==> src/rtl/core/tro_pkg.sv <==
// Shared types, constants and helpers for the tiered rectangle overlap matcher.
// Used by tro_div, tro_scan and the top level in rtl/core; depends on nothing.
`timescale 1ns / 1ps

package tro_pkg;

  localparam int MAX_CANDIDATES = 64;
  localparam int COORD_W        = 16;
  localparam int IDX_W          = (MAX_CANDIDATES > 1) ? $clog2(MAX_CANDIDATES) : 1;
  localparam int CNT_W          = $clog2(MAX_CANDIDATES + 1);
  localparam int OUT_IDX_W      = 6;

  localparam int SCALE_W        = 24;
  localparam int THR_W          = 17;
  localparam int FRAC_SHIFT     = 16;
  localparam int CFG_IDX_W      = 2;
  localparam int CFG_DATA_W     = 24;

  localparam int DIFF_W         = COORD_W + 1;
  localparam int AREA_W         = 2 * COORD_W;
  localparam int INTER_W        = 2 * COORD_W;
  localparam int CAREA_W        = 2 * DIFF_W;
  localparam int THRP_W         = THR_W + AREA_W;
  localparam int DIVD_W         = INTER_W + FRAC_SHIFT;
  localparam int QUOT_W         = FRAC_SHIFT + 1;

  localparam int MUL_A_W        = AREA_W;
  localparam int MUL_B_W        = SCALE_W;
  localparam int MUL_P_W        = MUL_A_W + MUL_B_W;

  localparam logic [SCALE_W-1:0] SCALE_RESET = SCALE_W'(65536);
  localparam logic [THR_W-1:0]   THR_RESET   = THR_W'(32768);

  typedef enum logic [1:0] {
    CMD_CLEAR = 2'd0,
    CMD_LOAD  = 2'd1,
    CMD_QUERY = 2'd2,
    CMD_NOP   = 2'd3
  } cmd_t;

  typedef enum logic [CFG_IDX_W-1:0] {
    CFG_SCALE_X   = 2'd0,
    CFG_SCALE_Y   = 2'd1,
    CFG_THRESHOLD = 2'd2
  } cfg_idx_t;

  typedef struct packed {
    cmd_t                       cmd;
    logic signed [COORD_W-1:0]  rect_left;
    logic signed [COORD_W-1:0]  rect_top;
    logic signed [COORD_W-1:0]  rect_right;
    logic signed [COORD_W-1:0]  rect_bottom;
    logic                       tier;
  } in_item_t;

  typedef struct packed {
    logic                  found;
    logic [OUT_IDX_W-1:0]  best_index;
    logic                  best_tier;
    logic [QUOT_W-1:0]     overlap_fraction;
    logic                  table_overflowed;
  } out_item_t;

  typedef struct packed {
    logic signed [COORD_W-1:0] l;
    logic signed [COORD_W-1:0] t;
    logic signed [COORD_W-1:0] r;
    logic signed [COORD_W-1:0] b;
  } rect_t;

  typedef struct packed {
    logic  tier;
    rect_t rect;
  } cand_t;

  typedef struct packed {
    logic               busy;
    logic               found;
    logic [IDX_W-1:0]   idx;
    logic               tier;
    logic [INTER_W-1:0] inter;
  } scan_stat_t;

  function automatic logic signed [DIFF_W-1:0] sdiff(input logic signed [COORD_W-1:0] a,
                                                     input logic signed [COORD_W-1:0] b);
    sdiff = DIFF_W'(a) - DIFF_W'(b);
  endfunction

  function automatic logic signed [COORD_W-1:0] smin(input logic signed [COORD_W-1:0] a,
                                                     input logic signed [COORD_W-1:0] b);
    smin = (a < b) ? a : b;
  endfunction

  function automatic logic signed [COORD_W-1:0] smax(input logic signed [COORD_W-1:0] a,
                                                     input logic signed [COORD_W-1:0] b);
    smax = (a > b) ? a : b;
  endfunction

endpackage

==> src/rtl/core/tro_div.sv <==
// Restoring divider, one quotient bit per cycle, for the overlap fraction.
// Depends on tro_pkg.
`timescale 1ns / 1ps

module tro_div (
  input  logic                          clk,
  input  logic                          rst_n,
  input  logic                          start,
  input  logic [tro_pkg::DIVD_W-1:0]    dividend,
  input  logic [tro_pkg::AREA_W-1:0]    divisor,
  output logic                          busy,
  output logic [tro_pkg::QUOT_W-1:0]    quotient
);

  localparam int STEP_W = $clog2(tro_pkg::QUOT_W);

  logic [tro_pkg::DIVD_W-1:0] rem_r;
  logic [tro_pkg::DIVD_W-1:0] den_r;
  logic [tro_pkg::QUOT_W-1:0] quo_r;
  logic [STEP_W-1:0]          step_r;
  logic                       busy_r;
  logic                       ge;

  // quotient is known to fit QUOT_W bits, so start at divisor << FRAC_SHIFT
  assign ge = rem_r >= den_r;

  always_ff @(posedge clk) begin
    if (!rst_n) begin
      busy_r <= 1'b0;
      step_r <= '0;
    end else if (start) begin
      rem_r  <= dividend;
      den_r  <= tro_pkg::DIVD_W'(divisor) << tro_pkg::FRAC_SHIFT;
      quo_r  <= '0;
      step_r <= STEP_W'(tro_pkg::QUOT_W - 1);
      busy_r <= 1'b1;
    end else if (busy_r) begin
      if (ge) begin
        rem_r <= rem_r - den_r;
      end
      quo_r <= {quo_r[tro_pkg::QUOT_W-2:0], ge};
      den_r <= den_r >> 1;
      if (step_r == '0) begin
        busy_r <= 1'b0;
      end else begin
        step_r <= step_r - STEP_W'(1);
      end
    end
  end

  assign busy     = busy_r;
  assign quotient = quo_r;

endmodule

==> config.mk <==
export PLATFORM = sky130hd
export DESIGN_NAME = tro_div
export DESIGN_NICKNAME = d
export VERILOG_FILES = /design/src/rtl/core/tro_pkg.sv /design/src/rtl/core/tro_div.sv
export SDC_FILE = /design/constraint.sdc
export NUM_CORES = 1
export LEC_CHECK = 0
export BUFFER_PORTS_ARGS = -buffer_cell sky130_fd_sc_hd__buf_2
export CORE_UTILIZATION = 59
export CTS_BUF_LIST = sky130_fd_sc_hd__clkbuf_16
export CTS_CLUSTER_SIZE = 28
export DETAILED_ROUTE_END_ITERATION = 8
export GPL_ROUTABILITY_DRIVEN = 0
export PLACE_DENSITY = 0.8
export SYNTH_ARGS = -nofsm -noshare
export SYNTH_HDL_FRONTEND = slang
export SYNTH_SLANG_ARGS = --single-unit
==> constraint.sdc <==
create_clock -name clk -period 19.7 [get_ports clk]
set_input_delay 0.985 -clock clk [delete_from_list [all_inputs] [get_ports clk]]
set_output_delay 0.985 -clock clk [all_outputs]
set_load 0.005 [all_outputs]
### Yosys cells after proc, flatten, opt, wreduce, memory -nomap -nowiden

Cells that the tools add are included.

| storage, ports and cells | value |
|---|---|
| latch bits | 0 |
| input bits | 83 |
| memory bits (read-only) | 0 |
| register bits after elaboration | 119 |
| output and inout bits | 18 |
| bits in writable memories | 0 |
| memories | 0 |
| word-level logic and storage cells | 33 |

| operators by class | value |
|---|---|
| muxes and demuxes | 12 |
| bitwise gates (word level) | 2 |
| div/mod/pow operators | 0 |
| reduce and logical (&&, ||, !) cells | 8 |
| equal/unequal tests | 1 |
| magnitude comparators | 1 |
| shifts and indexed selects | 0 |
| add/sub/neg operators | 2 |
| multipliers | 0 |

Operators with widths:

| cell | count |
|---|---|
| $mux W48 | 5 |
| $ge A48 B48 Y1 | 1 |
| $sub A48 B48 Y48 | 1 |
| $mux W17 | 1 |
| $mux W5 | 3 |
| $reduce_and A2 Y1 | 3 |
| $logic_not A5 Y1 | 1 |
| $sub A5 B1 Y5 const B | 1 |
| $reduce_bool A2 Y1 | 2 |
| $mux W1 | 3 |
| $reduce_and A3 Y1 | 1 |
| $ne A2 B2 Y1 const B | 1 |
| $not A1 Y1 | 2 |
| $reduce_or A2 Y1 | 1 |

### Logic depth before layout (Yosys ltp)

| logic depth | value |
|---|---|
| depth after elaboration | 4 |
| depth in mapped cells | 11 |
| gate-level depth less buffers | 11 |

### Worst setup path after synthesis

Ideal clock, no wire load.

| path | value |
|---|---|
| path type | reg2reg |
| from | reg den_r[0] (netlist name) |
| to | reg rem_r[0] (netlist name) (enable) |
| path slack | 13.396 ns |
| setup time | 0.525 ns |
| required time | 19.175 ns |
| stages on the path, launching flop included | 11 |
| period minus slack after synthesis | 6.304 ns |
| data arrival time | 5.779 ns |
| cells stage by stage | edfxtp_1 ha_1 fa_1 nor2b_1 o31a_1 o21a_1 o21ai_4 a2111oi_2 or3b_4 a311oi_2 o31ai_1 |

| between the ends | value |
|---|---|
| word-level cells in the longest chain between the ends | 3 |

Ends and longest elaborated chain:

| what | line | text |
|---|---|---|
| from (decl) | tro_div.sv:18 | `logic [tro_pkg::DIVD_W-1:0] den_r;` |
| from (signal assigned) | tro_div.sv:33 | `den_r <= tro_pkg::DIVD_W'(divisor) << tro_pkg::FRAC_SHIFT;` |
| from (signal assigned) | tro_div.sv:42 | `den_r <= den_r >> 1;` |
| $ge A48 B48 Y1 | tro_div.sv:25 | `assign ge = rem_r >= den_r;` |
| $reduce_bool A2 Y1 (no source line) | n/a |  |
| $reduce_and A3 Y1 (no source line) | n/a |  |
| to (signal assigned) | tro_div.sv:32 | `rem_r <= dividend;` |
| to (signal assigned) | tro_div.sv:39 | `rem_r <= rem_r - den_r;` |
| to (decl) | tro_div.sv:17 | `logic [tro_pkg::DIVD_W-1:0] rem_r;` |

No other way between the ends.
A chain may end at the register's enable or synchronous reset.

### Worst setup path after layout

| path | value |
|---|---|
| from | reg den_r[0] (netlist name) |
| to | reg rem_r[37] (netlist name) (enable) |

The elaborated chain is that of the path after synthesis.

==> results.md <==
- Async set or reset register ratio after synthesis: 0%
- Die Height: 118 µm
- Crit-path cells: ha_1, fa_1, nor2b_1, o31a_1, o21a_1, o21ai_4, a2111oi_2, or3b_4, a311oi_2, o31ai_4, buf_4
- Port bufs: 100
- Synth cell types: 71
- Synth Register Bits: 119
- Largest stage delay, worst path: ~0.6 ns
- Post-layout util: slightly below 70%
- WP data required: 19.76 ns
- Vias in the first global route: 6252
- # IOs: 101
- CTS buffer count: 17
- Gr usage total: 27.6%
- RR Startpoint: den_r[0]$_SDFFCE_PP0P_
- Mapped Nets: 1000
- Final Max Tran Viols: 0
- Hold-fix buffers, CTS: 0
- Nets@finish: 1077
- Multi-input logic area: 4010 µm²
- Relative slew slack: 41.2%
- R2r setup slk: 15.97 ns
- # rows: 42
- Die area: between 10000 and 15000 µm²
- Initial core utilization: roughly three fifths
- Via count: about 6600
- # diodes: 0
- Critical path depth: 11
- Status: finished clean
- TNS Setup: 0 ns
- Vias per inst: between 5 and 6
- Final ANT Viol Nets: 0
- Crit path launch: den_r[0]$_SDFFCE_PP0P_
- CTS clk-pin slew, worst paths: 0.05 ns
- 1st-iter DRT viols: 709
- First-pass GRT wire length: 30200 µm
- Max Freq: 268 MHz
- Commonest non-fill, non-tap cell in the layout: nand2_1
- Width of the die: 118 µm
- Final Cycle Share: between 10% and 20%
- Depth of the CTS H-tree: 4
- Unrepaired setup endpoints after global routing: false
- Leak: 3.82 nW
- CP Class: register to register
- Max_cap viols: 0
- Worst setup EP type: register
- Worst VDD drop: 0.0774 mV
- Wire per inst: approximately 16 µm
- Fin. Hold Viols: 0
- CTS sink cnt: 119
- Final setup violation count: 0
- Clock tree from TritonCTS: built
- WP buf/inv: 1
- Post-CTS Setup Inserts: 0
- Hold crit path type: register to register
- Pin count of the biggest net entering global routing: slightly above 80
- Crit path max-delay family: compound AO/OA/AOI/OAI gates
- Power per Cell Area: 88.5 nW/µm²
- Latest clock arrival within the worst-skew pair: 0.43 ns
- Fill cells: 1088
- GRT overflow: 0
- Worst path slowest cell: buf_4
- Syn Std Cell Area: between 7000 and 8000 µm²
- EDFF count, synth: about 110
- Core ar.: 13200 µm²
- Register-to-Register Path Depth: 11
- DRT Pass-1 Iters: 5
- Total Power: 805 µW
- Setup Skew: roughly 0.0085 ns
- CP endpoint: rem_r[37]$_DFFE_PP_
- CTS Buffer Depth: 2
- Syn-to-layout area delta: 14.2%
- Final WL: 18200 µm
- Commonest non-fill, non-tap cells in the layout: nand2_1 (114), edfxtp_1 (113), buf_2 (99), o21ai_0 (89), inv_1 (71)
- Seq/Total Area, Yosys: 44.1%
- Ys flop type: edfxtp_1
- Layout cell share with drive strength beyond 1: between 10% and 20%
- Syn avg cell area: 9.20 µm²
- Tightest Pin Transition: 0.872 ns
- Half-perimeter wire length after placement: 12700 µm
- Reg2reg end: rem_r[37]$_DFFE_PP_
- Initial antenna violation count: 0
- Reg area: 3510 µm²
- Critical Path AT: between 3 and 4 ns
- Critical Path Source Type: register
- Final Critical Period: 3.73 ns
- Drt drc: 0
- Synth Instances: slightly below 900
- Gates resized, CTS repair: 0
- Synth warn: 0
- CP max FO: 45
- Clock Root Buffer: clkbuf_16
## sequential cells by signal (all words and copies together) (netlist names)
signal	count
rem_r	48
den_r	48
step_r	5
busy	1
quotient	17
## cell families (layout without fill, tap and decap cells)
| logic type | Yosys count | count (layout) | share of synthesized area, % |
|---|---|---|---|
| flip-flops | 119 | 119 | 44.1 |
| adder cells (fa/ha/maj) | 51 | 51 | 8.10 |
| AO/OA/AOI/OAI | 257 | 257 | 20.7 |
| multiplexers | 2 | 2 | 0.267 |
| buffers and inverters | 115 | 204 | 5.78 |
| XOR/XNOR | 31 | 31 | 3.41 |
| AND/OR/NAND/NOR | 291 | 291 | 17.6 |
## power by group
group          switching [mW]  leakage, nW  total (mW)  internal, mW
sequential            0.00591         1.13       0.309         0.303
combinational           0.117         2.40       0.192        0.0749
clock                   0.110        0.289       0.304         0.194
## worst min-delay path by stage
stage,cells past startpoint,slack (ns),start,end
floorplan,2,0.48,step_r[1]$_SDFFE_PP0P_,step_r[1]$_SDFFE_PP0P_
global placement,2,0.50,step_r[1]$_SDFFE_PP0P_,step_r[1]$_SDFFE_PP0P_
detailed placement,2,0.52,step_r[1]$_SDFFE_PP0P_,step_r[1]$_SDFFE_PP0P_
CTS,2,0.53,step_r[1]$_SDFFE_PP0P_,step_r[1]$_SDFFE_PP0P_
global route,1,0.59,quotient[7]$_SDFFCE_PP0P_,quotient[8]$_SDFFCE_PP0P_
finish,2,0.52,step_r[1]$_SDFFE_PP0P_,step_r[1]$_SDFFE_PP0P_
## layout make-up
type	count	share of cell area (%)
sequential	119	38.6
timing repair buffer	104	5.86
inverter	69	2.85
clock inverter	14	1.58
clock buffer	17	4.67
tap	176	2.42
multi-input combinational	632	44.0
## Yosys cell counts, types with 3 or more instances
library cell / instances / area share [%]
buf_4: 3 / 0.28
nand2_1: 114 / 5.4
nand2b_1: 6 / 0.47
a21o_1: 26 / 2.5
a21boi_0: 3 / 0.28
xor2_1: 10 / 1.1
nand3_1: 13 / 0.82
nor3b_1: 7 / 0.66
a31oi_1: 5 / 0.39
clkbuf_1: 31 / 1.5
and4_1: 3 / 0.33
and3_1: 6 / 0.47
o21a_1: 10 / 0.94
o31a_1: 6 / 0.66
edfxtp_1: 113 / 43
xnor2_1: 21 / 2.3
o211ai_1: 7 / 0.66
a21oi_1: 57 / 3.6
o31ai_1: 10 / 0.94
nor3_1: 14 / 0.88
buf_2: 6 / 0.38
ha_1: 50 / 7.9
nor4_1: 5 / 0.39
nor2b_1: 23 / 1.8
buf_1: 3 / 0.14
dfxtp_1: 6 / 1.5
nand4_1: 16 / 1.3
a211oi_1: 6 / 0.57
o21bai_1: 7 / 0.66
and2_1: 6 / 0.47
or3_1: 3 / 0.24
o21ai_0: 89 / 5.6
a2111oi_0: 3 / 0.33
a311oi_1: 4 / 0.44
nor2_1: 63 / 3.0
inv_1: 69 / 3.3
## tightest hold or removal path: cells and delay by family, from the launching register on
family             cells  cell delay (ns)
DFF                    1             0.34
and+or+nand+nor        1             0.08
AOI/OAI and AO/OA      1             0.07
## layer usage
| layer | global-route usage, % | part of all wire, % | up-vias |
|---|---|---|---|
| met5 | 0 | 0 | - |
| met4 | 12.5 | 2.5 | 0 |
| met3 | 5.16 | 6.0 | 41 |
| met2 | 43.3 | 46 | 228 |
| met1 | 37.1 | 46 | 3053 |
| li1 | - | - | 3305 |
## metrics by stage
step,hold WS [ns],cell area (µm²),worst slack [ns],instances
2_1_floorplan,0.477,7970,13.40,866
3_3_place_gp,0.498,8530,15.68,1100
3_5_place_dp,0.516,8530,15.63,1100
4_1_cts,0.528,9100,15.96,1131
5_1_grt,0.590,9100,15.78,1131
6_report,0.523,9100,15.97,1131
Power figures use the tool's default switching activity.
