File: src/rtl/core/tro_pkg.sv
// Shared types, constants and helpers for the tiered rectangle overlap matcher.
// Used by tro_div, tro_scan and the top level in rtl/core; depends on nothing.
`timescale 1ns / 1ps

package tro_pkg;

  localparam int MAX_CANDIDATES = 64;
  localparam int COORD_W        = 16;
  localparam int IDX_W          = (MAX_CANDIDATES > 1) ? $clog2(MAX_CANDIDATES) : 1;
  localparam int CNT_W          = $clog2(MAX_CANDIDATES + 1);
  localparam int OUT_IDX_W      = 6;

  localparam int SCALE_W        = 24;
  localparam int THR_W          = 17;
  localparam int FRAC_SHIFT     = 16;
  localparam int CFG_IDX_W      = 2;
  localparam int CFG_DATA_W     = 24;

  localparam int DIFF_W         = COORD_W + 1;
  localparam int AREA_W         = 2 * COORD_W;
  localparam int INTER_W        = 2 * COORD_W;
  localparam int CAREA_W        = 2 * DIFF_W;
  localparam int THRP_W         = THR_W + AREA_W;
  localparam int DIVD_W         = INTER_W + FRAC_SHIFT;
  localparam int QUOT_W         = FRAC_SHIFT + 1;

  localparam int MUL_A_W        = AREA_W;
  localparam int MUL_B_W        = SCALE_W;
  localparam int MUL_P_W        = MUL_A_W + MUL_B_W;

  localparam logic [SCALE_W-1:0] SCALE_RESET = SCALE_W'(65536);
  localparam logic [THR_W-1:0]   THR_RESET   = THR_W'(32768);

  typedef enum logic [1:0] {
    CMD_CLEAR = 2'd0,
    CMD_LOAD  = 2'd1,
    CMD_QUERY = 2'd2,
    CMD_NOP   = 2'd3
  } cmd_t;

  typedef enum logic [CFG_IDX_W-1:0] {
    CFG_SCALE_X   = 2'd0,
    CFG_SCALE_Y   = 2'd1,
    CFG_THRESHOLD = 2'd2
  } cfg_idx_t;

  typedef struct packed {
    cmd_t                       cmd;
    logic signed [COORD_W-1:0]  rect_left;
    logic signed [COORD_W-1:0]  rect_top;
    logic signed [COORD_W-1:0]  rect_right;
    logic signed [COORD_W-1:0]  rect_bottom;
    logic                       tier;
  } in_item_t;

  typedef struct packed {
    logic                  found;
    logic [OUT_IDX_W-1:0]  best_index;
    logic                  best_tier;
    logic [QUOT_W-1:0]     overlap_fraction;
    logic                  table_overflowed;
  } out_item_t;

  typedef struct packed {
    logic signed [COORD_W-1:0] l;
    logic signed [COORD_W-1:0] t;
    logic signed [COORD_W-1:0] r;
    logic signed [COORD_W-1:0] b;
  } rect_t;

  typedef struct packed {
    logic  tier;
    rect_t rect;
  } cand_t;

  typedef struct packed {
    logic               busy;
    logic               found;
    logic [IDX_W-1:0]   idx;
    logic               tier;
    logic [INTER_W-1:0] inter;
  } scan_stat_t;

  function automatic logic signed [DIFF_W-1:0] sdiff(input logic signed [COORD_W-1:0] a,
                                                     input logic signed [COORD_W-1:0] b);
    sdiff = DIFF_W'(a) - DIFF_W'(b);
  endfunction

  function automatic logic signed [COORD_W-1:0] smin(input logic signed [COORD_W-1:0] a,
                                                     input logic signed [COORD_W-1:0] b);
    smin = (a < b) ? a : b;
  endfunction

  function automatic logic signed [COORD_W-1:0] smax(input logic signed [COORD_W-1:0] a,
                                                     input logic signed [COORD_W-1:0] b);
    smax = (a > b) ? a : b;
  endfunction

endpackage

File: src/rtl/core/tro_scan.sv
// Candidate evaluation pipeline: one stored candidate per cycle against the
// query, with running best selection. Depends on tro_pkg.
`timescale 1ns / 1ps

module tro_scan (
  input  logic                         clk,
  input  logic                         rst_n,
  input  logic                         clear,
  input  logic                         rd_vld,
  input  logic [tro_pkg::IDX_W-1:0]    rd_idx,
  input  tro_pkg::cand_t               rd_data,
  input  tro_pkg::rect_t               qry,
  input  logic [tro_pkg::THRP_W-1:0]   thr_prod,
  output tro_pkg::scan_stat_t          stat
);

  // stage A: intersection and candidate sides
  logic                              a_vld_r;
  logic signed [tro_pkg::DIFF_W-1:0] a_iw_r, a_ih_r, a_cw_r, a_ch_r;
  logic                              a_tier_r;
  logic [tro_pkg::IDX_W-1:0]         a_idx_r;

  // stage B: areas
  logic                              b_vld_r;
  logic                              b_ok_r;
  logic [tro_pkg::INTER_W-1:0]       b_inter_r;
  logic [tro_pkg::CAREA_W-1:0]       b_area_r;
  logic                              b_tier_r;
  logic [tro_pkg::IDX_W-1:0]         b_idx_r;

  // stage C: threshold test
  logic                              c_vld_r;
  logic                              c_match_r;
  logic [tro_pkg::INTER_W-1:0]       c_inter_r;
  logic [tro_pkg::CAREA_W-1:0]       c_area_r;
  logic                              c_tier_r;
  logic [tro_pkg::IDX_W-1:0]         c_idx_r;

  // running best
  logic                              found_r;
  logic [tro_pkg::IDX_W-1:0]         best_idx_r;
  logic                              best_tier_r;
  logic [tro_pkg::INTER_W-1:0]       best_inter_r;
  logic [tro_pkg::CAREA_W-1:0]       best_area_r;

  logic signed [tro_pkg::CAREA_W-1:0] area_c;
  logic [tro_pkg::INTER_W-1:0]        inter_c;
  logic [tro_pkg::THRP_W-1:0]         inter_sh;
  logic                               better;

  always_comb begin
    area_c   = a_cw_r * a_ch_r;
    inter_c  = a_iw_r[tro_pkg::COORD_W-1:0] * a_ih_r[tro_pkg::COORD_W-1:0];
    inter_sh = tro_pkg::THRP_W'(b_inter_r) << tro_pkg::FRAC_SHIFT;
    // subslot beats element; then larger overlap, then smaller area
    better   = c_vld_r && c_match_r &&
               (!found_r || (c_tier_r && !best_tier_r) ||
                ((c_tier_r == best_tier_r) &&
                 ((c_inter_r > best_inter_r) ||
                  ((c_inter_r == best_inter_r) && (c_area_r < best_area_r)))));
  end

  always_ff @(posedge clk) begin
    if (!rst_n) begin
      a_vld_r <= 1'b0;
      b_vld_r <= 1'b0;
      c_vld_r <= 1'b0;
      found_r <= 1'b0;
    end else begin
      a_vld_r <= rd_vld;
      b_vld_r <= a_vld_r;
      c_vld_r <= b_vld_r;
      if (clear) begin
        found_r <= 1'b0;
      end else if (better) begin
        found_r <= 1'b1;
      end
    end
  end

  always_ff @(posedge clk) begin
    a_iw_r   <= tro_pkg::sdiff(tro_pkg::smin(qry.r, rd_data.rect.r),
                               tro_pkg::smax(qry.l, rd_data.rect.l));
    a_ih_r   <= tro_pkg::sdiff(tro_pkg::smin(qry.b, rd_data.rect.b),
                               tro_pkg::smax(qry.t, rd_data.rect.t));
    a_cw_r   <= tro_pkg::sdiff(rd_data.rect.r, rd_data.rect.l);
    a_ch_r   <= tro_pkg::sdiff(rd_data.rect.b, rd_data.rect.t);
    a_tier_r <= rd_data.tier;
    a_idx_r  <= rd_idx;

    b_ok_r    <= (a_iw_r > 0) && (a_ih_r > 0);
    b_inter_r <= inter_c;
    b_area_r  <= $unsigned(area_c);
    b_tier_r  <= a_tier_r;
    b_idx_r   <= a_idx_r;

    c_match_r <= b_ok_r && (inter_sh >= thr_prod);
    c_inter_r <= b_inter_r;
    c_area_r  <= b_area_r;
    c_tier_r  <= b_tier_r;
    c_idx_r   <= b_idx_r;

    if (better) begin
      best_idx_r   <= c_idx_r;
      best_tier_r  <= c_tier_r;
      best_inter_r <= c_inter_r;
      best_area_r  <= c_area_r;
    end
  end

  always_comb begin
    stat.busy  = a_vld_r || b_vld_r || c_vld_r;
    stat.found = found_r;
    stat.idx   = best_idx_r;
    stat.tier  = best_tier_r;
    stat.inter = best_inter_r;
  end

endmodule

File: config.mk
export PLATFORM = sky130hd
export DESIGN_NAME = tro_scan
export DESIGN_NICKNAME = d
export VERILOG_FILES = /design/src/rtl/core/tro_pkg.sv /design/src/rtl/core/tro_scan.sv
export SDC_FILE = /design/constraint.sdc
export NUM_CORES = 2
export LEC_CHECK = 0
export BUFFER_PORTS_ARGS = -buffer_cell sky130_fd_sc_hd__buf_2
export CORE_MARGIN = 4
export CORE_UTILIZATION = 68
export DETAILED_ROUTE_END_ITERATION = 10
export HOLD_SLACK_MARGIN = 0.02
export PLACE_DENSITY = 0.95
export SLEW_MARGIN = 25
export SYNTH_ARGS = -nofsm -noshare
export SYNTH_HDL_FRONTEND = slang
export SYNTH_SLANG_ARGS = --single-unit
File: constraint.sdc
create_clock -name clk -period 9.2 [get_ports clk]
set_input_delay 1.84 -clock clk [delete_from_list [all_inputs] [get_ports clk]]
set_output_delay 1.84 -clock clk [all_outputs]
set_load 0.005 [all_outputs]
* Yosys cells after proc, flatten, opt, wreduce, memory -nomap -nowiden *
Index checks and enable logic that the tools add are counted.

word-level totals
  bits in registers = 300
  input port bits = 188
  logic and storage cells = 61

cells by class
  add/sub/neg operators = 4
  multipliers = 2
  magnitude comparators = 9
  equality and inequality tests = 2
  multiplexer cells = 4
  bitwise gates (word level) = 1
  reduce and logical (&&, ||, !) cells = 15

operators by type and width
  operator               count
  $sub A16 B16 Y17       4
  $mux W16               4
  $ge A48 B49 Y1         1
  $gt A17 B1 Y1 const B  2
  $lt A34 B34 Y1         1
  $mul A17 B17 Y34       1
  $eq A32 B32 Y1         1
  $gt A16 B16 Y1         2
  $gt A32 B32 Y1         1
  $lt A16 B16 Y1         2
  $mul A16 B16 Y32       1
  $logic_and A1 B1 Y1    7
  $logic_or A1 B1 Y1     5
  $logic_not A1 Y1       2
  $reduce_or A2 Y1       1
  $eq A1 B1 Y1           1
  $not A1 Y1             1

* Depth between registers and ports, before layout *
  depth in word-level cells = 6
  gate-level depth with buffers = 26
  depth with buffers taken out = 24

* Worst setup path after synthesis *
No wires, ideal clock.

  path kind = input port to flip-flop
  from = in rd_data[33] in the netlist's numbering
  to = reg a_ih_r[16] in the netlist's numbering
  setup time = 117 ps
  arrival time = 6,402 ps
  data required time = 9,083 ps
  slack = 2,681 ps
  stages on the path = 24
  buffers on the path = 0
  cells stage by stage = inv_1 -> ha_1 -> nor2b_1 -> o21a_1 -> o21a_1 -> o21ai_1 -> nand2b_1 -> a21oi_1 -> o21ai_1 -> a2111o_1 -> a31oi_4 -> mux2_2 -> ha_1 -> fa_1 -> nor2b_1 -> o21ai_0 -> nand2_1 -> a21o_1 -> a21o_1 -> a31oi_1 -> o311a_1 -> a2111oi_1 -> o21ai_0 -> a22o_1

between the ends
  cells in the longest elaborated chain, start to end = 3

RTL lines
  what                  RTL line        source
  start, declared       tro_scan.sv:11  input tro_pkg::cand_t rd_data,
  $gt A16 B16 Y1        tro_pkg.sv:96   smax = (a > b) ? a : b;
  $mux W16 (*)          tro_pkg.sv:96
  $sub A16 B16 Y17 (*)  tro_pkg.sv:86   sdiff = DIFF_W'(a) - DIFF_W'(b);
  end signal, assigned  tro_scan.sv:84  a_ih_r <= tro_pkg::sdiff(tro_pkg::smin(qry.b, rd_data.rect.b),
  end, declared         tro_scan.sv:19  logic signed [tro_pkg::DIFF_W-1:0] a_iw_r, a_ih_r, a_cw_r, a_ch_r;

Mark *: on every way between the ends. The rest lies on a longest branch, timed or not.
A chain may end at the register's enable or synchronous reset.

* Worst setup path in the final report *
  from = reg a_iw_r[7] in the netlist's numbering
  to = reg b_inter_r[23] in the netlist's numbering

between the ends
  cells in the longest elaborated chain, start to end = 1

RTL lines
  what                         RTL line        source
  start, declared              tro_scan.sv:19
  start signal, assigned       tro_scan.sv:82  a_iw_r <= tro_pkg::sdiff(tro_pkg::smin(qry.r, rd_data.rect.r),
  $mul A16 B16 Y32             tro_scan.sv:53  inter_c = a_iw_r[tro_pkg::COORD_W-1:0] * a_ih_r[tro_pkg::COORD_W-1:0];
  named net inter_c (one bit)  tro_scan.sv:47  logic [tro_pkg::INTER_W-1:0] inter_c;
  end signal, assigned         tro_scan.sv:92  b_inter_r <= inter_c;
  end, declared                tro_scan.sv:26  logic [tro_pkg::INTER_W-1:0] b_inter_r;

The timed path passes the listed nets, and every way through them passes these cells.

==> summary.md <==
| Metric | Value |
|---|---|
| Status | finished clean |
| Share of layout cells above drive strength 1 | 9.200% |
| Synthesized flop and latch total | 300 |
| Pin count of the biggest net entering global routing | 62 |
| CTS root buf | clkbuf_16 |
| Count of cell types in the netlist | 72 |
| Synth warn | 0 |
| Clk slew on worst S/H paths | 0.06 ns |
| Drt wl/cell | 20.91 um |
| Max frequency | 142.9 MHz |
| Multi-input gate area | 23730 um^2 |
| GRT Util Overall | 34.64% |
| Slowest CP cell | dfxtp_1 |
| Delay-heaviest family, CP | adder cells |
| IO Count | 229 |
| PortBufs | 228 |
| Leading cell type in the layout, fill and taps excluded | inv_1 |
| Simple-Gate Fraction of Synth Area | 13.33% |
| Post-Syn Area per Cell | 9.707 um^2 |
| Initial core utilization | 68.56% |
| Worst hold path type | flop to flop |
| TritonCTS Buffers | 31 |
| GPL Wtd Cong | 1.005 |
| Sequential cell area | 6736 um^2 |
| Row Count | 81 |
| Layout Nets | 4733 |
| Setup Buffers After CTS | 0 |
| Core Region | 48850 um^2 |
| Top-area cell type share of the netlist area | 29.53% |
| TritonCTS clock tree | yes |
| Crit path time final | 7.000 ns |
| Worst EP arrival | 7.43 ns |
| CP max FO | 17 |
| Area grow syn2layout | 8.578% |
| FFs w/ async S/R, synth | 0% |
| Syn nets | 4545 |
| Mux contribution to synthesized area | 2.275% |
| CP startpoint kind | flop |
| Worst endpoint required time | 9.63 ns |
| WP buf/inv | 3 |
| Unrepaired setup endpoints after global routing | no |
| Synth Area in Adders | 44.96% |
| Fillers | 3088 |
| Total gr overflow | 0 |
| EDFF count, synth | 73 |
| Die W | 229.9 um |
| 1st-pass router iterations | 6 |
| Hold-fix buffers at CTS | 0 |
| Commonest cells after routing, fill and taps aside | inv_1, fa_1, ha_1 |
| Worst Tran Pin Value | 1.050 ns |
| HPWL Detailed | 71340 um |
| Final antenna-violating net count | 0 |
| Combinational family with the most area after synthesis | adder cells |
| H-tree Lvls | 1 |
| Post-Synthesis Cells | 3450 |
| First-pass GRT wire length | 144900 um |
| Number of global-route vias before repair | 27986 |
| Clock latency on the worst-skew pair | 0.61 ns |
| # DRC | 0 |
| Final setup fails | 0 |
| Sequential element share of the synthesized area | 20.12% |
| Critical Path, Cell by Cell | nand2_1 > fa_1 > fa_1 > fa_1 > inv_1 > ha_1 > fa_1 > inv_1 > fa_1 > inv_1 > ha_1 > o21ai_0 > a31oi_1 > o21ai_0 > a31oi_1 > a31oi_1 > o21bai_1 > a21oi_1 > xnor2_1 |
| Flop2flop setup slack | 2.20 ns |
| Mean number of vias per cell | 5.925 |
| Complex-gate fraction of the synthesized area | 7.405% |
| Max Root-Sink Buffers | 3 |
| Dominant cells by area after synthesis | fa_1, ha_1, dfxtp_1 |
| Post-synthesis xor/xnor area fraction | 2.851% |
| Fin. Hold Viols | 0 |
| Clock Sinks | 300 |
| Crit end category | flop |
| Vias | 25698 |
| Initial antenna violation count | 25 |
| Main flop type after synthesis | dfxtp_1 |
| Detailed Route WL | 90690 um |
| Die Area | 52860 um^2 |
| Cell accounting for the most synthesized area | fa_1 |
| Max Cap Violations | 0 |
| Final max-slew violation count | 0 |
| Die height | 229.9 um |
| Setup TNS | 0 ns |
| Tcrit/Tclk final | 76.09% |
| DRT iter0 DRCs | 2168 |
| Worst Skew | 0.02562 ns |
| Slowest stage delay, CP | 0.93 ns |
| Slew HR | 29.90% |
| Critical path start-end classification | flop to flop |
| Post-CTS sizing | 0 |
| Most frequent CP cell | fa_1 |
| Mapped cell area | 33490 um^2 |
==> cell usage after synthesis, types with 4 or more instances <==
master	instances
ha_1	413
a21oi_1	98
a211oi_1	15
o31ai_1	7
o2111ai_1	4
and2_1	273
nand2b_1	25
xor2_1	31
dfxtp_1	227
inv_1	718
a21o_1	75
nor2_1	99
mux2_4	8
and3_1	11
nand3_1	24
a2111oi_0	4
o21ai_0	66
edfxtp_1	73
mux2_2	25
or3_1	12
xnor2_1	78
o21ai_1	8
a31o_2	5
nor3_1	31
a21boi_0	6
o211ai_1	4
o21a_1	30
fa_1	494
o21bai_1	6
nor4_1	12
nand2_1	328
a31oi_1	7
mux2i_1	36
nand4_1	33
clkbuf_1	71
buf_1	4
a41o_1	4
nor2b_1	35
==> logic make-up (layout without fill, tap and decap cells) <==
logic type               after synthesis  in the layout
buffers and inverters                800           1013
multiplexers                          69             69
AO/OA/AOI/OAI                        372            372
flip-flops                           300            300
AND/OR/NAND/NOR                      893            893
XOR/XNOR                             109            109
other                                  0             10
adder cells (fa/ha/maj)              907            907
==> cell type report <==
class | instances | share of cell area, %
Clock buffer | 44 | 2.584
Clock inverter | 14 | 0.5368
Sequential cell | 300 | 18.53
Multi-Input combinational cell | 2350 | 65.26
Timing Repair Buffer | 237 | 3.324
Inverter | 718 | 7.412
Tap cell | 664 | 2.285
Antenna cell | 10 | 0.06882
==> stage by stage <==
step                instances  cell area [um^2]  utilization (%)  hold slack, ns  setup WS [ns]
finish                   4337             36360            74.44          0.3254          2.200
floorplan                3450             33490                -          0.3096          2.681
global route             4330             36340            74.40          0.3305          1.951
detailed placement       4269             35200            72.06          0.3121          2.005
global placement         4269             35200            72.06          0.3101          2.034
CTS                      4327             36340            74.39          0.3269          2.366
==> worst paths after layout <==
kind	start	endpoint	depth (start not counted)
min reg2reg	b_idx_r[3]$_DFF_P_	c_idx_r[3]$_DFF_P_	0
max reg2reg	a_iw_r[7]$_DFF_P_	b_inter_r[23]$_DFF_P_	19
min	b_idx_r[3]$_DFF_P_	c_idx_r[3]$_DFF_P_	0
max	a_iw_r[7]$_DFF_P_	b_inter_r[23]$_DFF_P_	19
==> sequential cells by signal (all words and copies together), names as in the netlist, 6 cells and up <==
signal / flops
best_idx_r: 6
best_area_r: 34
a_cw_r: 17
a_iw_r: 17
b_area_r: 34
a_ch_r: 17
a_idx_r: 6
a_ih_r: 17
b_idx_r: 6
best_inter_r: 32
c_inter_r: 32
b_inter_r: 32
c_idx_r: 6
c_area_r: 34
==> metal layers <==
metal	track usage [%]	routed length (um)	up-vias
li1	-	-	11255
met1	41.33	32290	12353
met2	56.97	41670	1578
met3	10.57	10480	482
met4	17.88	6062	30
met5	0	187	-
Power is not shown: default switching activity piles up to over one toggle a cycle in this logic, so the estimate is an artifact.
