### config.mk
export PLATFORM = sky130hd
export DESIGN_NAME = tro_ram
export DESIGN_NICKNAME = d
export VERILOG_FILES = /design/src/rtl/core/tro_ram.sv
export SDC_FILE = /design/constraint.sdc
export NUM_CORES = 1
export LEC_CHECK = 0
export BUFFER_PORTS_ARGS = -buffer_cell sky130_fd_sc_hd__buf_4
export CAP_MARGIN = 5
export CORE_AREA = 2 2 105 118
export DETAILED_ROUTE_END_ITERATION = 8
export DIE_AREA = 0 0 107 120
export PLACE_DENSITY = 0.63
export SLEW_MARGIN = 20
export SYNTH_ARGS = -nofsm -noshare
export SYNTH_HDL_FRONTEND = slang
export SYNTH_SLANG_ARGS = --single-unit
### constraint.sdc
create_clock -name clk -period 3.2 [get_ports clk]
set_clock_uncertainty 0.05 [all_clocks]
set_input_delay 0.32 -clock clk [delete_from_list [all_inputs] [get_ports clk]]
set_output_delay 0.32 -clock clk [all_outputs]
set_load 0.01 [all_outputs]
### src/rtl/core/tro_ram.sv
// Generic single-write, single-read RAM with registered read data.
// No dependencies.
`timescale 1ns / 1ps

module tro_ram #(
  parameter int WIDTH = 8,
  parameter int DEPTH = 16
) (
  input  logic                                    clk,
  input  logic                                    we,
  input  logic [((DEPTH > 1) ? $clog2(DEPTH) : 1)-1:0] waddr,
  input  logic [WIDTH-1:0]                        wdata,
  input  logic [((DEPTH > 1) ? $clog2(DEPTH) : 1)-1:0] raddr,
  output logic [WIDTH-1:0]                        rdata
);

  logic [WIDTH-1:0] mem_r [DEPTH];
  logic [WIDTH-1:0] rdata_r;

  always_ff @(posedge clk) begin
    if (we) begin
      mem_r[waddr] <= wdata;
    end
    rdata_r <= mem_r[raddr];
  end

  assign rdata = rdata_r;

endmodule

; ---- Word-level counts from Yosys, hierarchy flattened
; Memory sizes are Yosys's and may differ from the RTL's. A register that Yosys moved wholly into a read port is not among the register bits.
; Cells that the tools add are included.
[totals]
reg_bits = 0
n_memories = 1
ramBits = 128
mem_bits_ro = 0
input_bits = 18
latchBits = 0
wordCells = 3
out_inout_bits = 8
[mem_list]
columns = name, depth, width, rd, rd_ports_with_merged_regs, write_ports, line
row1 = mem_r, 16, 8, 1, 1, 1, 17  ; logic [WIDTH-1:0] mem_r [DEPTH];
[op_classes]
muxes = 2
shift = 0
div_mod_pow = 0
eq_ne = 0
n_addsub = 0
bitwise_logic = 0
mul = 0
order_cmp = 0
n_reduce_logical = 0
[op_table]
columns = operator, count
row1 = $mux W1, 2

; ---- Longest topological paths before layout
; Gate-level depths: netlist (run 1).
[logic_depth]
ltp_word = 2
ltp_mapped = 5
mapped_depth_nobuf = 3

; ---- Worst setup path after synthesis (run 1)
; OpenSTA, ideal clock, no wires.
[synth_path]
path_type = input-to-reg
start = input waddr[2] (netlist bit)
end = memory mem_r[0][0] (enable)
required_ns = 2.767
t_arrival_ns = 1.430
setup_time_ns = 0.383
path_slack_ns = 1.337
path_stages = 2
path_cell_list = or3b_2 > nor3_1
[synth_lines]
columns = item, line
row1 = "start, declared", 11  ; input logic [((DEPTH > 1) ? $clog2(DEPTH) : 1)-1:0] waddr,
row2 = "end, declared", 17
; Straight into the memory's write port.

==> results of run 1 <==
## synthesized netlist by cell type, drive strengths merged
| cell type | number |
|---|---|
| a22oi | 16 |
| and2 | 1 |
| and2b | 1 |
| buf | 7 |
| clkdlybuf4s25 | 3 |
| dfxtp | 8 |
| edfxtp | 128 |
| mux4 | 32 |
| nand2 | 9 |
| nand2b | 2 |
| nand3 | 1 |
| nand3b | 2 |
| nor2 | 13 |
| nor2b | 1 |
| nor3 | 4 |
| or3b | 1 |
## cells by family (layout without fill, tap and decap cells)
kind of cell / Yosys count / after routing
buffers and inverters: 10 / 61
flip-flops: 136 / 136
AND/OR/NAND/NOR: 35 / 35
multiplexers: 32 / 32
AO/OA/AOI/OAI: 16 / 16
## where the power goes
group / internal, mW / switching (mW)
registers: 1.99 / 0.0144
clock network: 1.47 / 0.699
logic: 0.0836 / 0.106
## registers in the layout (all words and copies together), names as in the netlist
name / cells
rdata: 8
mem_r: 128
## metal layers
layer | vias up | GRT usage
met1 | 1248 | 0.232
met2 | 84 | 0.260
met3 | 12 | 0.0576
li1 | 1052 | -
met5 | - | 0
met4 | 0 | 0.0657
## area by class of cell
cell class	count	area, sq um
multi-input combinational	83	1060
tap	154	193
sequential	136	4000
clock buffer	18	439
clock inverter	14	228
timing repair buffer	29	218
fill	892	5580
## worst max-delay path, delay by kind of cell
kind                   cells  cell delay, ns
and+or+nand+nor            1            0.09
muxes                      1            0.63
buffers and inverters      1            0.48
AOI/OAI and AO/OA          1            0.33
## worst max path at each step
stage / start / to / slack, ns / depth (start not counted)
after detailed placement: raddr[0] / rdata[3] / 1.11 / 4
final: raddr[0] / rdata[4] / 1.56 / 4
after global placement: raddr[0] / rdata[3] / 1.10 / 4
after floorplan: waddr[2] / mem_r[0][0] / 1.34 / 2
after global routing: raddr[0] / rdata[3] / 1.47 / 4
after CTS: raddr[0] / rdata[3] / 1.55 / 4
==> summary.md, run 1 <==
The synthesized design contains 136 register bits. After clock tree synthesis, the clock-pin slew on the worst setup and hold paths is 0.05 ns. Synthesis produced a netlist with a net count of 247. The latest clock arrival within the worst-skew pair came out at 0.42 ns.

The via-per-instance ratio works out to 5.52. The H-tree was split into 4 levels. The first global-routing pass estimated 14800 um of wire. For the count of nets after finishing, the log shows 285. The worst hold path terminates at mem_r[5][5]. The terminus of the critical flop-to-flop path was rdata[4].

Global routing finished with a remaining overflow of 0. The tools report the via count as 2396. For the number of setup violations in the final report, the log shows 0. The signal on the critical path passes through buf_4 > mux4_1 > a22oi_1 > nand2_1. The cell area power density was 711 mW/mm^2. The cell area after placement was 0.00547 sq mm. The tree built by TritonCTS fans out to 136 sinks. The worst hold margin was 0.156 ns.

TritonCTS built the clock tree. Largest family of logic cells by synthesized area: multiplexers. Of all nets on the critical path, the largest fanout is 32.

The total routing usage reported by global routing was 0.171; the final weighted congestion in routability-driven placement was 0.748. Fraction of final layout cells with drive strength greater than 1: 0.282. The finished layout holds 434 standard cells, fillers aside. The final-report hold violation count was 0.

For this design, the slowest cell found on the critical path is sky130_fd_sc_hd__mux4_1. Type of the tightest min-delay check: input port to flip-flop. In the final routing, the length of wire on met1 measures 4400 um.

For the number of slew-limit violations in the final report, the log shows 0. Start point of the worst hold path: wdata[5]. The pre-CTS setup slack is 1.11 ns. The proportion of synthesized area in mux cells works out to 0.150. The count of maximum capacitance violations is 0. The simple-gate portion of the synthesized area was 0.0318; the xor/xnor share of the synthesized area was 0. Summing every instance area after synthesis gives 0.00515 sq mm.

At the worst endpoint, the required time is 3.44 ns. The max-slew headroom at the worst pin is 0.354, and the share of the synthesized area in compound gates (AO/OA/AOI/OAI) is 0.0233. By area the synthesized netlist is led by sky130_fd_sc_hd__edfxtp_1 (75%), sky130_fd_sc_hd__mux4_2 (7.9%), sky130_fd_sc_hd__mux4_1 (7.1%), sky130_fd_sc_hd__dfxtp_1 (3.1%), sky130_fd_sc_hd__a22oi_1 (2.3%). In this run the critical register-to-register path is launched from mem_r[10][4]. A synthesized cell averages 22.5 sq um. The proportion of netlist area held by the largest area contributor was 0.747; the number of setup buffers added after CTS was 0.

Top cell type by total area after synthesis: sky130_fd_sc_hd__edfxtp_1. The floorplan step set the die height to 120 um. After routing, the total negative slack on setup checks comes to 0 ns.

Based on the critical path, the design can be clocked at up to 611 MHz. The library cell used as clock root buffer is sky130_fd_sc_hd__clkbuf_16. Setup repair after global routing left no endpoint under its margin.

The uppermost metal layer occupied by signal nets was met4. Buffers placed on the I/O ports in this run total 25. For this run, the detailed router's first-pass iteration total came to 4. After the first detailed-routing iteration, the DRC count stood at 111. The repair_antennas step left the layout with diodes totalling 0. Hold repair after CTS inserted 0 buffers. The remaining number of nets flagged by the antenna check after routing came out at 0. The effective utilization at floorplan is 0.439.

The core region is 0.0117 sq mm. The type of origin of the critical path was an input port. The worst-case setup margin in the final layout is 1.56 ns, and the share of the yosys chip area belonging to registers is 0.778.

The critical path start-end classification is input port to flip-flop. The period utilization came out at 0.512. The adder-cell area share of the yosys netlist was 0; the length of routed met2 wiring was 4870 um. Counting the buffers created by CTS gives 17.

The via count of the first global-routing pass is 2413, and the area enclosed by the die boundary is 0.0128 sq mm. For this block, the routed nets add up to 9910 um of wire. The initial antenna violation count is 0, and the reported leakage power is 2.06 nW. Number of top-level pins: 26. The worst register-to-register path has a setup slack of 1.75 ns. The number of cells on the worst reg-to-reg path is 3. The run gives 402 as the cell count after placement. Entering global routing, the biggest net connects 33 pins.

The floorplan step set the die width to 107 um. The finished cells cover 0.00614 sq mm. The worst setup path is captured at a flip-flop. After synthesis, the netlist uses 19 different library cells. Mean routed wirelength per cell: 22.8 um. IR analysis of the VDD net gives a maximum drop of 0.451 mV. After detailed routing, the met3 layer carries 503 um of wire. For the final standard cell utilization of the core, the log shows 0.524.

The stage delay of the slowest cell on the critical path is 0.63 ns. The synthesis warning total was 0. The library cell used most frequently in the layout, excluding fill and tap cells, is sky130_fd_sc_hd__edfxtp_1. The worst path needs 1.64 ns of the cycle, external delays included. The clock passes through at most 2 buffers. For the total half-perimeter wirelength after legalization and detailed placement, the log shows 6110 um. Leaving out fill and tap cells, the most frequent cells in the layout are sky130_fd_sc_hd__edfxtp_1 (128), sky130_fd_sc_hd__buf_4 (29), sky130_fd_sc_hd__mux4_2 (18). At the pin with the least slew margin, the transition time is 0.966 ns. The count of cells along the worst hold path works out to 1.

Total of cells resized after clock tree synthesis: 0. The total chip power was 4.37 mW. Compared with the post-synthesis result, the final layout area differs by 19.3%. For this run, design rule violations remaining after detail routing come to 0. The run finished with clean final reports. The tools report the number of core rows as 42. Data on the critical path arrives at its endpoint at 1.87 ns. The cell count after synthesis came out at 229.
Power figures use the tool's default switching activity.
==> run 2: changes to the inputs <==
PLACE_DENSITY = 0.65   (was 0.63)
clock period = 1.4 ns   (was 3.2 ns; I/O delays follow)
==> summary.md, run 2 (synthesis results as in run 1) <==
The flow ran to the end, and the final reports show no timing, DRC or antenna violations. Setup repair after global routing left no endpoint under its margin. The total routing usage reported by global routing was 0.173; the wire length reported by the detailed router was 9990 um. Number of buffers on the longest clock path: 2. The mean routed wirelength per cell works out to 21.3 um. The count of cells along the worst hold path was 1; the met2 demand-to-capacity share in global routing was 0.273. The final layout contains 320 nets.

The global-route wire length before repair came out at 15200 um. The clock-pin slew on the worst setup and hold paths is 0.06 ns, and the sequential power share is 0.465. After global routing, the most crowded layer is met2. The fmax is 734 MHz. The combinational power share came out at 0.052. Layout overhead on the synthesized area: 26.0%. For the area enclosed by the die boundary, the log shows 0.0128 sq mm.

The post-detailed-route DRC marker count is 0. Data arrives at the worst endpoint at 1.60 ns. Max-cap violations in this run came to 0. The number of slew-limit violations in the final report came out at 0. The number of top-level pins was 26; the shortest period the worst path allows was 1.36 ns.

The most frequent standard cell in the layout excluding fill and tap cells was sky130_fd_sc_hd__edfxtp_1. The switching part of the total power works out to 0.189. The cell area power density is 1520 mW/mm^2.

The library cell used as clock root buffer is sky130_fd_sc_hd__clkbuf_16. Final-report hold violation count: 0. The run gives 42 as the number of core rows.

For the critical path required time, the log shows 1.64 ns. The register with the most flip-flops in the final layout is mem_r. The via count of the first global-routing pass is 2608.

In this run the static leakage power is 2.23 nW. Using the TritonRoute via totals, the vias-per-cell ratio works out to 5.26. The tools report the number of clock sinks seen by CTS as 136. The tools report the final weighted congestion in routability-driven placement as 0.767.

The vertical die dimension was 120 um. Summing all multi-input logic gate instances after layout gives 0.00109 sq mm. The total iterations of the first detailed-routing run was 6.

The top cell types in the final layout, fill and taps aside, are sky130_fd_sc_hd__edfxtp_1 (128), sky130_fd_sc_hd__buf_4 (53), sky130_fd_sc_hd__mux4_2 (20). The H-tree depth came out at 4. The logs give 0.00400 sq mm for the register area and 0 for the overflow left after global routing.

Total power for the finished layout comes to 9.87 mW. After the flow finishes, the layout carries non-filler instances totaling 469. After the first detailed-routing iteration, the DRC count stood at 146. The tools report the number of setup violations in the final report as 0. The type of the tightest min-delay check is input port to flip-flop.

TritonCTS built the clock tree. The total half-perimeter wirelength after legalization and detailed placement is 6420 um, and the fraction of final layout cells with drive strength greater than 1 is 0.375. Max-slew headroom at the worst pin: 0.456. The detailed router placed 2466 vias in this run.

Entering global routing, the biggest net connects 17 pins. From left edge to right edge, the die measures 107 um. The number of antenna diodes in the final layout is 0.

The internal power of the cells totals 8.00 mW. The clock network power share is 0.483, and the initial antenna violation count is 0. The tools report the number of fill cells as 887. Counting cells, the worst reg-to-reg path comes to 3. The period utilization works out to 0.973. The critical path is of the flip-flop to flip-flop type. In this run the standard cell core region covers 0.0117 sq mm. STA classifies the critical path endpoint as a flip-flop. The effective utilization at floorplan was 0.439.

The number of buffers created by CTS is 17, and the biggest fanout along the worst timing path is 1. Summed over all nets, the switching power comes to 1.87 mW. The actual slew at the worst max-slew pin works out to 0.814 ns.

The number of port buffers was 25; the global routing met3 resource utilization was 0.0532. The register with the most flip-flops in the layout has 128 of them. For the global routing usage on met1, the log shows 0.227. The worst setup path is launched from a flip-flop.

The later pin in the worst-skew pair is clocked with a latency of 0.41 ns. In this run, placement finished with an instance count of 430. The run gives 0.809 mV as the largest voltage drop on the vdd net. The count of nets left with antenna violations once routing finished came out at 0.
## run 2: cell count changes in the layout (fill, tap and decap cells not counted), moves of 2 or more
cell / change
sky130_fd_sc_hd__buf_4: +24
sky130_fd_sc_hd__a22oi_1: -8
sky130_fd_sc_hd__a22oi_2: +8
sky130_fd_sc_hd__dlygate4sd3_1: +7
sky130_fd_sc_hd__buf_12: +4
sky130_fd_sc_hd__mux4_1: -2
sky130_fd_sc_hd__mux4_2: +2
## run 2: power groups by stage
stage          combinational (mW)  sequential [mW]  clock (mW)
6_report                    0.517             4.59        4.77
5_1_grt                     0.562             4.59        5.03
4_1_cts                     0.517             4.59        4.85
3_5_place_dp                0.490             4.67           0
3_3_place_gp                0.483             4.67           0
2_1_floorplan               0.231             4.67           0
## run 2: critical path, stage by stage (launching register included)
cell                       delay (ns)
sky130_fd_sc_hd__edfxtp_1        0.42
sky130_fd_sc_hd__mux4_2          0.50
sky130_fd_sc_hd__a22oi_2         0.17
sky130_fd_sc_hd__nand2_1         0.10
## run 2: metrics by stage
| step | setup TNS [ns] | setup slack (ns) | instance area [sq um] | hold slack, ns | util |
|---|---|---|---|---|---|
| 2_1_floorplan | -1.66 | -0.0561 | 5150 | 0.189 | - |
| 3_3_place_gp | -2.36 | -0.224 | 5740 | 0.400 | 0.490 |
| 3_5_place_dp | -2.83 | -0.208 | 5740 | 0.414 | 0.490 |
| 4_1_cts | -0.00437 | -0.00437 | 6450 | 0.00439 | 0.551 |
| 5_1_grt | 0 | 0.0000862 | 6480 | 0.00650 | 0.553 |
| 6_report | 0 | 0.0384 | 6480 | 0.0112 | 0.553 |
## run 2: worst paths after layout
check         startpoint      endpoint  slack (ns)
max          mem_r[9][5]      rdata[5]        0.04
min             wdata[0]  mem_r[10][0]        0.01
max reg2reg  mem_r[9][5]      rdata[5]        0.04
min reg2reg  mem_r[5][0]      rdata[0]        0.63
## run 2: area by class of cell
class,instances,area share
Clock buffer,19,0.0683
Tap cell,154,0.0297
Multi-Input combinational cell,83,0.169
Clock inverter,13,0.0311
Timing Repair Buffer,64,0.0845
Sequential cell,136,0.618
## run 2: per-layer routing
layer / up-vias / wire (um)
met3: 4 / 534
met5: - / 0
met1: 1264 / 4350
met4: 0 / 73
met2: 82 / 5040
li1: 1116 / -
## run 2: repair_timing
action,CTS,global route
setup buffers,0,0
endpoints found under the setup margin,2,6
hold endpoints to repair,102,0
hold buffers,7,0
pin swaps,1,2
resized for setup,4,6
==> run 3: changes to the inputs <==
CORE_AREA = 2 2 123 101   (was 2 2 105 118)
DIE_AREA = 0 0 125 103   (was 0 0 107 120)
==> summary.md, run 3 (synthesis results as in run 1) <==
The run finished with clean final reports. The worst path meets setup with 0.00472 ns of slack. The antenna cell count came out at 0. The floorplan step set the die width to 125 um.

The tools report the via count of the first global-routing pass as 2614. Nature of the critical path endpoint: a flip-flop. Data arrives at the worst endpoint at 1.62 ns. The met2 demand-to-capacity share in global routing is 0.254, and the via count is 2519. The H-tree depth is 4, and the final-report hold violation count is 0.

The startpoint identified for the worst register-to-register timing path is mem_r[3][5]. The internal portion of the total power is 7.32 mW. Across the VDD grid, the largest voltage drop is 0.862 mV. The first global-routing pass estimated 15100 um of wire. Type of origin of the critical path: a flip-flop. The total core area is 0.0118 sq mm, and the number of core rows is 36. Summing all flip-flop and latch instances after layout gives 0.00400 sq mm.

After detailed routing, the number of remaining DRC violations is 0. The final layout contains routed wiring with a total length of 9650 um. The total iterations of the first detailed-routing run is 4, and the initial antenna violation count is 0. The via-per-instance ratio is 5.46. The mean routed wirelength per cell was 20.9 um.

The critical path in this run is classified as flip-flop to flip-flop. For the largest net degree at the start of global routing, the log shows 19. Overall power consumption after layout is estimated at 9.14 mW.

Number of slew-limit violations in the final report: 0. The run gives 0 as the overflow left after global routing. The top register by number of flip-flops is mem_r.

26 I/O pins were placed. STA puts the critical path data required time at 1.63 ns. The worst register-to-register path ends at rdata[5]. The pre-CTS setup slack is -0.176 ns. The library cell used as clock root buffer was sky130_fd_sc_hd__clkbuf_16.

Port buffering added 25 buffers. The combinational power share came out at 0.055. The number of buffers created by CTS was 17; the biggest fanout along the worst timing path was 1. Setup repair after global routing could not meet its margin everywhere.

Leaving out fill and tap cells, the most frequent cell in the layout is sky130_fd_sc_hd__edfxtp_1. The logic depth of the worst register-to-register path was 3; the shortest period the worst path allows was 1.40 ns. The global routing met3 resource utilization came out at 0.0581. Summed over all nets, the half-perimeter wirelength after detailed placement is 6220 um. The count of nets after finishing is 314, and the reg2reg setup slack is 0.005 ns. The library cells used most frequently in the layout, excluding fill and tap cells, are sky130_fd_sc_hd__edfxtp_1 (128), sky130_fd_sc_hd__buf_4 (48), sky130_fd_sc_hd__mux4_2 (19). Relative to the synthesized area, the layout overhead comes to 22.6%.

Setup violations remaining at the end of the flow were counted as 0. In this run the post-CTS setup repair buffer count came out at 0. Static timing analysis puts the maximum clock frequency at 717 MHz.

Clock network power share: 0.444. Clock tree synthesis found a total of 136 sinks. Count of maximum capacitance violations: 0.

The fraction of final layout cells with drive strength greater than 1 is 0.340. The sequential power share came out at 0.501. The period utilization came out at 0.997.

In this run the most used layer during global routing was met2. The detail route stage leaves a number of antenna-violating nets equal to 0. For the final weighted congestion in routability-driven placement, the log shows 0.773. Violation count after the first detailed-route iteration: 284. The path class of the tightest hold or removal check is input port to flip-flop.

The critical path ends at rdata[5]. The switching part of the total power is 0.200, and the area enclosed by the die boundary is 0.0129 sq mm. The tools report the number of buffers on the longest clock path as 2. Clock-pin slew was measured on the worst setup and hold paths at 0.06 ns. For the worst-skew pair, the clock arrives at the later sink with an insertion delay of 0.41 ns. The die is 103 um tall. The max-slew headroom at the worst pin was 0.397. The run gives 0.229 as the global routing usage on met1. In this run the power density over the cells is 1450 mW/mm^2. In this run the static leakage power is 2.15 nW.

The total routing usage reported by global routing was 0.165. Counting the fill cells in the layout gives 905. The flip-flop count of the largest register, all copies and words added came out at 128. TritonCTS built the clock tree.

The start point of the critical path is mem_r[3][5]. For this design the total switching power over the nets is 1.83 mW. Effective utilization at floorplan: 0.436. The area of combinational cells with multiple inputs was 0.00108 sq mm. For the pin with the worst max-slew slack, the measured transition is 0.903 ns.
-- run 3: changes by cell type in the layout (fill, tap and decap cells not counted), sizes merged --
cell,before,now
inv,1,0
bufinv,5,1
clkinv,4,5
clkbuf,19,23
buf,57,51
-- run 3: power groups by stage --
stage          sequential (mW)  combinational, mW  clock, mW
4_1_cts                   4.58              0.498       4.13
3_3_place_gp              4.66              0.472          0
5_1_grt                   4.59              0.539       4.33
3_5_place_dp              4.67              0.478          0
6_report                  4.58              0.499       4.06
2_1_floorplan             4.67              0.231          0
-- run 3: worst min path at each step --
stage               slack, ns           to  depth (start not counted)     start
finish                   0.02  mem_r[3][5]                          1  wdata[5]
global route            0.008  mem_r[0][5]                          1  wdata[5]
CTS                     0.003  mem_r[6][5]                          1  wdata[5]
detailed placement       0.41  mem_r[6][6]                          1  wdata[6]
global placement         0.39  mem_r[6][6]                          1  wdata[6]
floorplan                0.19  mem_r[0][0]                          0  wdata[0]
-- run 3: cell type report --
| cell class | instances | share of cell area |
|---|---|---|
| timing repair buffer | 58 | 0.0777 |
| tap | 152 | 0.0301 |
| clock inverter | 9 | 0.0123 |
| clock buffer | 23 | 0.0741 |
| sequential | 136 | 0.634 |
| multi-input combinational | 83 | 0.171 |
-- run 3: per-layer routing --
metal / share of wire / up-vias
li1: - / 1107
met1: 0.49 / 1337
met2: 0.46 / 65
met3: 0.041 / 10
met4: 0.010 / 0
met5: 0 / -
-- run 3: per-stage QoR --
step	util	setup TNS (ns)	hold WS [ns]	cells	cell area, sq um
5_1_grt	0.535	-0.0778	0.00828	461	6310
3_5_place_dp	0.481	-2.48	0.410	422	5680
6_report	0.535	0	0.0200	461	6310
3_3_place_gp	0.481	-2.56	0.394	422	5680
2_1_floorplan	-	-1.66	0.189	229	5150
4_1_cts	0.534	0	0.00322	461	6300
-- run 3: what timing repair did --
action	CTS	global route
endpoints found under the setup margin	1	4
pin swaps	1	2
gates resized for setup	2	4
endpoints found under the hold margin	108	0
hold buffers	7	0
-- run 3: critical path, stage by stage (launching register included) --
cell and delay [ns]:
sky130_fd_sc_hd__edfxtp_1 0.36, sky130_fd_sc_hd__mux4_2 0.48, sky130_fd_sc_hd__a22oi_2 0.26, sky130_fd_sc_hd__nand2_2 0.11
